$ cat src/sv/hpc_pkg.sv
// Package for the hysteresis pulse counter: sizes, register codes and the
// control bundle handed from the top level to the counter cells.
// No dependencies.
package hpc_pkg;

	// channel row and counter sizes
	localparam int NUM_CHANNELS = 32;
	localparam int COUNT_BITS   = 32;
	localparam int IDX_BITS     = (NUM_CHANNELS > 1) ? $clog2(NUM_CHANNELS) : 1;

	// payload field widths
	localparam int CH_BITS     = 5;
	localparam int SAMPLE_BITS = 12;
	localparam int OUT_BITS    = 32;

	// APB register map
	localparam int ADDR_BITS = 3;
	localparam int DATA_BITS = 32;

	typedef enum logic {
		REG_RISE = 1'b0,
		REG_FALL = 1'b1
	} hpc_reg_t;

	localparam logic [SAMPLE_BITS-1:0] RISE_RESET = SAMPLE_BITS'(500);
	localparam logic [SAMPLE_BITS-1:0] FALL_RESET = SAMPLE_BITS'(450);

	// request kinds
	typedef enum logic {
		REQ_SAMPLE  = 1'b0,
		REQ_READOUT = 1'b1
	} hpc_req_t;

	// thresholds as held by the register block
	typedef struct packed {
		logic [SAMPLE_BITS-1:0] rise;
		logic [SAMPLE_BITS-1:0] fall;
	} hpc_cfg_t;

	// broadcast to every cell each cycle
	typedef struct packed {
		logic                   shift;
		logic [SAMPLE_BITS-1:0] sample;
		hpc_cfg_t               cfg;
	} hpc_cell_ctrl_t;

endpackage

$ cat src/sv/hpc_if.sv
// Valid/ready channel interfaces for request beats and count beats.
// Depends on hpc_pkg for field widths.
interface hpc_in_if import hpc_pkg::*; ();
	logic                   valid;
	logic                   ready;
	logic                   req_type;
	logic [CH_BITS-1:0]     channel;
	logic [SAMPLE_BITS-1:0] sample;

	modport source (output valid, req_type, channel, sample, input ready);
	modport sink   (input valid, req_type, channel, sample, output ready);
endinterface

interface hpc_out_if import hpc_pkg::*; ();
	logic                valid;
	logic                ready;
	logic [CH_BITS-1:0]  out_channel;
	logic [OUT_BITS-1:0] pulse_count;
	logic                last;

	modport source (output valid, out_channel, pulse_count, last, input ready);
	modport sink   (input valid, out_channel, pulse_count, last, output ready);
endinterface

$ cat src/sv/hpc_cfg.sv
// APB register block holding the rise and fall thresholds.
// Depends on hpc_pkg.
module hpc_cfg import hpc_pkg::*; (
	input  logic                 clk,
	input  logic                 arst_n,
	input  logic                 psel,
	input  logic                 penable,
	input  logic                 pwrite,
	input  logic [ADDR_BITS-1:0] paddr,
	input  logic [DATA_BITS-1:0] pwdata,
	output logic [DATA_BITS-1:0] prdata,
	output logic                 pready,
	output hpc_cfg_t             cfg
);

	hpc_cfg_t cfg_q;
	hpc_reg_t sel_reg;
	logic     wr_en;

	assign pready  = 1'b1;
	assign sel_reg = hpc_reg_t'(paddr[2]);
	assign wr_en   = psel && penable && pwrite && pready;

	// register write
	always_ff @(posedge clk or negedge arst_n) begin
		if (!arst_n) begin
			cfg_q.rise <= RISE_RESET;
			cfg_q.fall <= FALL_RESET;
		end else if (wr_en) begin
			case (sel_reg)
				REG_RISE: cfg_q.rise <= pwdata[SAMPLE_BITS-1:0];
				REG_FALL: cfg_q.fall <= pwdata[SAMPLE_BITS-1:0];
				default:  ;
			endcase
		end
	end

	// read mux
	always_comb begin
		case (sel_reg)
			REG_RISE: prdata = DATA_BITS'(cfg_q.rise);
			REG_FALL: prdata = DATA_BITS'(cfg_q.fall);
			default:  prdata = '0;
		endcase
	end

	assign cfg = cfg_q;

endmodule

$ cat src/sv/hpc_cell.sv
// One channel of the counter row: hysteresis flag and saturating count.
// On readout the count moves one cell toward the output end each shift.
// Depends on hpc_pkg.
module hpc_cell import hpc_pkg::*; (
	input  logic                  clk,
	input  logic                  arst_n,
	input  hpc_cell_ctrl_t        ctrl,
	input  logic                  hit,
	input  logic [COUNT_BITS-1:0] next_count,
	output logic [COUNT_BITS-1:0] count
);

	logic                  above_q;
	logic [COUNT_BITS-1:0] count_q;
	logic                  rise_ev;
	logic                  fall_ev;

	assign rise_ev = hit && !above_q && (ctrl.sample > ctrl.cfg.rise);
	assign fall_ev = hit && above_q && (ctrl.sample < ctrl.cfg.fall);

	// hysteresis flag, kept across readouts
	always_ff @(posedge clk or negedge arst_n) begin
		if (!arst_n) begin
			above_q <= 1'b0;
		end else if (rise_ev) begin
			above_q <= 1'b1;
		end else if (fall_ev) begin
			above_q <= 1'b0;
		end
	end

	// count: shift on readout, saturating increment on a rising pulse
	always_ff @(posedge clk or negedge arst_n) begin
		if (!arst_n) begin
			count_q <= '0;
		end else if (ctrl.shift) begin
			count_q <= next_count;
		end else if (rise_ev && (count_q != '1)) begin
			count_q <= count_q + 1'b1;
		end
	end

	assign count = count_q;

endmodule

$ cat src/sv/multichannel_hysteresis_pulse_counter_top.sv
// Top level of the hysteresis pulse counter: request decode, the row of
// counter cells, the readout sequencer and the output register.
// Depends on hpc_pkg, hpc_if, hpc_cfg and hpc_cell.
//
//   channel | dir | beat contents                         | handshake
//   --------+-----+---------------------------------------+-----------
//   req     | in  | req_type, channel, sample             | valid/ready
//   res     | out | out_channel, pulse_count, last        | valid/ready
//   apb     | in  | rise_threshold @0x0, fall_threshold @0x4 | pready = 1
//
// A sample beat is taken every cycle while no readout is busy and updates its cell in that cycle.
// A readout beat shifts the cell row toward the output register, one count
// per cycle while the output is not stalled; req.ready is low until the last
// count has been loaded. A stalled output freezes the row.
// Reset clears all flags and counts at once; no clearing pass.
module multichannel_hysteresis_pulse_counter_top import hpc_pkg::*; (
	input  logic                 clk,
	input  logic                 arst_n,
	input  logic                 psel,
	input  logic                 penable,
	input  logic                 pwrite,
	input  logic [ADDR_BITS-1:0] paddr,
	input  logic [DATA_BITS-1:0] pwdata,
	output logic [DATA_BITS-1:0] prdata,
	output logic                 pready,
	hpc_in_if.sink               req,
	hpc_out_if.source            res
);

	hpc_cfg_t              cfg;
	hpc_cell_ctrl_t        ctrl;
	logic                  busy_q;
	logic [IDX_BITS-1:0]   rd_idx_q;
	logic                  shift_en;
	logic                  last_idx;
	logic                  req_acc;
	logic                  sample_en;
	logic                  out_valid_q;
	logic [CH_BITS-1:0]    out_ch_q;
	logic [OUT_BITS-1:0]   out_cnt_q;
	logic                  out_last_q;
	logic [COUNT_BITS-1:0] cnt [NUM_CHANNELS];
	logic [COUNT_BITS-1:0] nxt [NUM_CHANNELS];

	hpc_cfg u_cfg (
		.clk     (clk),
		.arst_n  (arst_n),
		.psel    (psel),
		.penable (penable),
		.pwrite  (pwrite),
		.paddr   (paddr),
		.pwdata  (pwdata),
		.prdata  (prdata),
		.pready  (pready),
		.cfg     (cfg)
	);

	// request decode
	assign req.ready = !busy_q;
	assign req_acc   = req.valid && req.ready;
	assign sample_en = req_acc && (hpc_req_t'(req.req_type) == REQ_SAMPLE);

	// readout advances when the output register is free or being drained
	assign shift_en = busy_q && (!out_valid_q || res.ready);
	assign last_idx = (rd_idx_q == IDX_BITS'(NUM_CHANNELS - 1));

	assign ctrl.shift  = shift_en;
	assign ctrl.sample = req.sample;
	assign ctrl.cfg    = cfg;

	// cell row, zeros enter at the far end
	for (genvar i = 0; i < NUM_CHANNELS; i++) begin : g_cell
		logic hit;

		if (i == NUM_CHANNELS - 1) begin : g_tail
			assign nxt[i] = '0;
		end else begin : g_link
			assign nxt[i] = cnt[i+1];
		end

		assign hit = sample_en && (32'(req.channel) == i);

		hpc_cell u_cell (
			.clk        (clk),
			.arst_n     (arst_n),
			.ctrl       (ctrl),
			.hit        (hit),
			.next_count (nxt[i]),
			.count      (cnt[i])
		);
	end

	// readout sequencer
	always_ff @(posedge clk or negedge arst_n) begin
		if (!arst_n) begin
			busy_q   <= 1'b0;
			rd_idx_q <= '0;
		end else if (shift_en) begin
			if (last_idx) begin
				busy_q   <= 1'b0;
				rd_idx_q <= '0;
			end else begin
				rd_idx_q <= rd_idx_q + 1'b1;
			end
		end else if (req_acc && (hpc_req_t'(req.req_type) == REQ_READOUT)) begin
			busy_q <= 1'b1;
		end
	end

	// output register
	always_ff @(posedge clk or negedge arst_n) begin
		if (!arst_n) begin
			out_valid_q <= 1'b0;
		end else if (shift_en) begin
			out_valid_q <= 1'b1;
		end else if (res.ready) begin
			out_valid_q <= 1'b0;
		end
	end

	always_ff @(posedge clk) begin
		if (shift_en) begin
			out_ch_q   <= CH_BITS'(rd_idx_q);
			out_cnt_q  <= OUT_BITS'(cnt[0]);
			out_last_q <= last_idx;
		end
	end

	assign res.valid       = out_valid_q;
	assign res.out_channel = out_ch_q;
	assign res.pulse_count = out_cnt_q;
	assign res.last        = out_last_q;

	// readout ends right after the last count is loaded
	a_end_of_run: assert property (@(posedge clk) disable iff (!arst_n)
		shift_en && last_idx |=> !busy_q)
		else $error("readout still busy after last count");

	// index is parked at zero between runs
	a_idx_idle: assert property (@(posedge clk) disable iff (!arst_n)
		!busy_q |-> rd_idx_q == '0)
		else $error("readout index not reset between runs");

	// row is drained to zero once a run completes
	a_row_cleared: assert property (@(posedge clk) disable iff (!arst_n)
		shift_en && last_idx |=> cnt[0] == '0)
		else $error("counts not cleared by readout");

endmodule

$ cat src/flat_wrapper.sv
// flat-port wrapper written by rule: the top's interface ports become plain ports
module multichannel_hysteresis_pulse_counter_top_flat import hpc_pkg::*;
  (clk, arst_n, psel, penable, pwrite, paddr, pwdata, prdata, pready, req_valid, req_req_type, req_channel, req_sample, req_ready, res_valid, res_out_channel, res_pulse_count, res_last, res_ready);
  hpc_in_if req_i ();
  hpc_out_if res_i ();
  input  logic clk;
  input  logic arst_n;
  input  logic psel;
  input  logic penable;
  input  logic pwrite;
  input  logic [ADDR_BITS-1:0] paddr;
  input  logic [DATA_BITS-1:0] pwdata;
  output logic [DATA_BITS-1:0] prdata;
  output logic pready;
  input wire logic [$bits(req_i.valid)-1:0] req_valid;
  input wire logic [$bits(req_i.req_type)-1:0] req_req_type;
  input wire logic [$bits(req_i.channel)-1:0] req_channel;
  input wire logic [$bits(req_i.sample)-1:0] req_sample;
  output wire logic [$bits(req_i.ready)-1:0] req_ready;
  output wire logic [$bits(res_i.valid)-1:0] res_valid;
  output wire logic [$bits(res_i.out_channel)-1:0] res_out_channel;
  output wire logic [$bits(res_i.pulse_count)-1:0] res_pulse_count;
  output wire logic [$bits(res_i.last)-1:0] res_last;
  input wire logic [$bits(res_i.ready)-1:0] res_ready;
  assign req_i.valid = req_valid;
  assign req_i.req_type = req_req_type;
  assign req_i.channel = req_channel;
  assign req_i.sample = req_sample;
  assign req_ready = req_i.ready;
  assign res_valid = res_i.valid;
  assign res_out_channel = res_i.out_channel;
  assign res_pulse_count = res_i.pulse_count;
  assign res_last = res_i.last;
  assign res_i.ready = res_ready;
  multichannel_hysteresis_pulse_counter_top u_core (.clk(clk), .arst_n(arst_n), .psel(psel), .penable(penable), .pwrite(pwrite), .paddr(paddr), .pwdata(pwdata), .prdata(prdata), .pready(pready), .req(req_i), .res(res_i));
endmodule
$ cat config.mk
export PLATFORM = sky130hd
export DESIGN_NAME = multichannel_hysteresis_pulse_counter_top_flat
export DESIGN_NICKNAME = d
export VERILOG_FILES = /design/src/sv/hpc_pkg.sv /design/src/sv/hpc_if.sv /design/src/sv/hpc_cfg.sv /design/src/sv/hpc_cell.sv /design/src/sv/multichannel_hysteresis_pulse_counter_top.sv /design/src/flat_wrapper.sv
export SDC_FILE = /design/constraint.sdc
export NUM_CORES = 2
export LEC_CHECK = 0
export BUFFER_PORTS_ARGS = -buffer_cell sky130_fd_sc_hd__buf_4
export CAP_MARGIN = 15
export CORE_ASPECT_RATIO = 1.2
export CORE_MARGIN = 3
export CORE_UTILIZATION = 35
export DETAILED_ROUTE_END_ITERATION = 10
export SETUP_SLACK_MARGIN = 0.4
export SYNTH_ARGS = -nofsm -noshare
export SYNTH_HDL_FRONTEND = slang
export SYNTH_HIERARCHICAL = 1
export SYNTH_SLANG_ARGS = --single-unit
$ cat constraint.sdc
create_clock -name clk -period 3 [get_ports clk]
set_clock_uncertainty 0.1 [all_clocks]
set_input_delay 0.3 -clock clk [delete_from_list [all_inputs] [get_ports clk]]
set_output_delay 0.3 -clock clk [all_outputs]
set_load 0.01 [all_outputs]
==> key figures <==
Final layout
  • Layout cells sized above 1: 0.182
  • Final nets: roughly 12000
  • Non-Filler Instances: ~15000
  • Post-Layout Inst Area: approximately 110000 um^2
  • Layout area overhead: 21.0%
  • Core Util, Final: 0.428

Routing
  • Met2 routed WL: 139 mm
  • DRC viols: 0
  • Initial DRC count: approximately 5800
  • 1st-pass router iterations: 6
  • Metal3 WL: roughly 12 mm
  • Wire per inst: around 20 um
  • DR vias/cell: approximately 5.7
  • Metal-1 WL: 121 mm
  • Via count: ~83000
  • DR top layer: met5
  • Antenna Violating Nets Remaining: 0
  • Final wirelength: 286 mm

Worst setup path
  • Critical path's largest stage delay: about 0.67 ns
  • WS Path Type: reg -> reg
  • CP Cell Sequence: buf_12, buf_4, inv_1, ha_1, nand4_1, nor2_1, a22oi_2, buf_12, a21o_4, buf_4, or3_1, a31oi_1
  • RR Startpoint: u_core/u_cfg/cfg[17]
  • Startpoint Class: flop
  • Worst EP arrival: 3.68 ns
  • CP Capture Type: flop
  • Beginning of the critical path: u_core/u_cfg/cfg[17]
  • Crit path required time: 3.60 ns
  • CP Max Fanout: 15
  • CP max-delay cell: dfstp_4

Floorplanning
  • Site Rows: just over 200
  • # IOs: roughly 130
  • Core Area: 256000 um^2
  • Die Area: around 260000 um^2
  • Initial Util: 0.354
  • Die Y-Extent: between 500 and 600 um
  • Die X: around 470 um

Timing
  • Final Hold Fails: 0
  • Relative slew slack: 0.411
  • Crit share post-route: 1.03
  • Max frequency: between 300 and 400 MHz
  • # setup viols final: 80
  • Max-slew violation count: 0
  • Minimum clock period: 3.08 ns
  • Least-Margin Pin Slew: between 0.8 and 0.9 ns
  • Worst setup margin: -0.0806 ns
  • Worst Hold Slack: 0.0145 ns
  • RSZ-0062 raised after global routing: yes
  • Final TNS setup: -1.75 ns

Placement
  • Pre-CTS WS: -0.198 ns
  • Inst Count DP: about 14000
  • DP HPWL: between 200 and 250 mm
  • Placed cell areas: between 100000 and 150000 um^2
  • Placer congestion estimate: around 0.91
  • Input/output buffers: 89

Pwr
  • Pwr/cell area: 690 nW/um^2
  • LEAKAGE: around 45 nW
  • Power after layout: around 76 mW
  • Peak supply drop: 0.432 mV

Synthesis
  • Syn Area/Cell: ~8.7 um^2
  • Yosys warnings: 6
  • Share of the yosys chip area belonging to registers: 0.313
  • Top cells by area in the synthesized netlist: dfrtp_1 (30%), ha_1 (11%), inv_1 (4.8%)
  • Cells after Synth: 10400
  • FF+latch count, synth: 1125
  • Synth cell types: 64
  • Mapped Area: 90500 um^2
  • Area leader, netlist: dfrtp_1
  • FFs w/ async S/R, synth: 0.966
  • Post-synth EDFFs: 38
  • Area fraction of the dominant cell type after synthesis: 0.298
  • Most used DFF post-synth: dfrtp_1

Global routing
  • Initial antenna violation count: 16
  • Total track usage: 0.208
  • Largest net degree at the start of global routing: ~120
  • First-pass GRT wire length: ~460 mm
  • Grt total ovfl: 0
  • Vias in the first global route: between 80000 and 90000

Status
  • Status: complete, but fails checks
  • Failing checks: setup timing

Min path
  • Hold Startpoint: req_channel[4]
  • Min-delay worst type: in -> reg

Clock tree
  • Clock buffer depth: 4
  • Reg clk slew, reported paths: roughly 0.070 ns
  • Total clock buffers created by CTS: about 150
  • Max H-tree Level: 4
  • Root Buffer: clkbuf_16
  • Clk_lat worst skew: about 0.84 ns
  • CTS Sinks: 1125
  • TritonCTS clock tree: yes

Flow run
  • Max cap viols: 0
-- layout by cell type (no fill, tap or decap), types with 69 or more instances in the layout --
master     count
nor2b_1      108
nor3_1       129
ha_1         727
a31oi_1      351
nand4_1      416
a21o_1       224
a21oi_1      295
or4_1        123
buf_4        814
and3_1       129
o21ai_1      154
nand3_1      417
buf_12       125
dfrtp_1     1071
clkbuf_16    150
a2111oi_0     69
o21ai_0      611
a211oi_1     158
mux2i_1      129
a2111oi_2    229
nand2_1      994
inv_1       1138
xnor2_1      480
nor2_1       561
o31ai_1      156
or3_1         96
and2_1        96
-- cells in the mapped netlist (322+ instances only) --
master,instances
a21oi_1,322
inv_1,1155
dfrtp_1,1077
nor2_1,578
clkbuf_1,323
xnor2_1,480
nand4_1,416
ha_1,771
o21ai_0,640
nand3_1,421
a31oi_1,352
nand2_1,1000
-- worst max-delay path: cells and delay by family, from the launching register on --
family	cells	cell delay (ns)
AND/OR/NAND/NOR	3	0.66
AO/OA/AOI/OAI	3	0.55
buffers and inverters	5	0.66
adder cells (fa/ha/maj)	1	0.29
flip-flops	1	0.67
-- report_power, final --
| group | leakage, nW | internal, mW | switching [mW] | total, mW |
|---|---|---|---|---|
| logic | 29.4 | 12.3 | 17.1 | 29.4 |
| registers | 13.2 | 20.8 | 7.50 | 28.3 |
| clock network | 2.30 | 10.6 | 7.24 | 17.9 |
-- final cells by class --
class / count / area (um^2)
Sequential cell: 1125 / 28400
Multi-Input combinational cell: 7719 / 58300
Fill cell: 24900 / 147000
Clock buffer: 205 / 4180
Antenna cell: 8 / 20.0
Clock inverter: 40 / 531
Tap cell: 3382 / 4230
Inverter: 1155 / 4340
Timing Repair Buffer: 1024 / 9550
-- cells by family (layout without fill, tap and decap cells) --
family | count (synthesis) | in the layout | share of synthesized area
muxes | 167 | 167 | 0.0195
buffers and inverters | 1567 | 2424 | 0.0714
xor gates and xnor gates | 480 | 480 | 0.0464
DFF | 1125 | 1125 | 0.313
other | 3 | 61 | 0.000124
adders and majority gates | 771 | 771 | 0.107
and+or+nand+nor | 3454 | 3454 | 0.205
AOI/OAI and AO/OA | 2789 | 2794 | 0.237
-- repair_timing --
item / CTS / global route
gates resized for setup: 232 / 190
setup endpoints to repair: 1059 / 1061
pin swaps: 103 / 81
setup buffers: 65 / 26
hold endpoints to repair: 868 / 0
cloned: 1 / 4
hold buffers: 32 / 0
-- state kept, by name, summed over array words and instances, names as in the netlist --
| signal | cells |
|---|---|
| u_core/g_cell.u_cell/count | 1024 |
| u_core/g_cell.u_cell/above_q | 32 |
| u_core/res.pulse_count | 32 |
| u_core/u_cfg/cfg | 24 |
| u_core/rd_idx_q | 5 |
| u_core/res.out_channel | 5 |
| u_core/busy_q | 1 |
| u_core/res.last | 1 |
| u_core/res.valid | 1 |
-- final timing paths --
path / to / slack [ns] / cells after the start
min: u_core/g_cell[17].u_cell/above_q / 0.01 / 6
max reg2reg: u_core/g_cell[7].u_cell/count[4] / -0.08 / 12
max: u_core/g_cell[7].u_cell/count[4] / -0.08 / 12
min reg2reg: u_core/g_cell[28].u_cell/above_q / 0.38 / 1
max in group asynchronous: u_core/g_cell[24].u_cell/count[23] / 0.58 / 4
min in group asynchronous: u_core/g_cell[24].u_cell/count[25] / 0.55 / 3
-- metal layers --
metal | global-route usage | vias up
li1 | - | 39800
met1 | 0.259 | 40900
met2 | 0.362 | 2070
met3 | 0.0242 | 682
met4 | 0.0945 | 4
met5 | 0 | -
(Power assumes the default switching activity.)
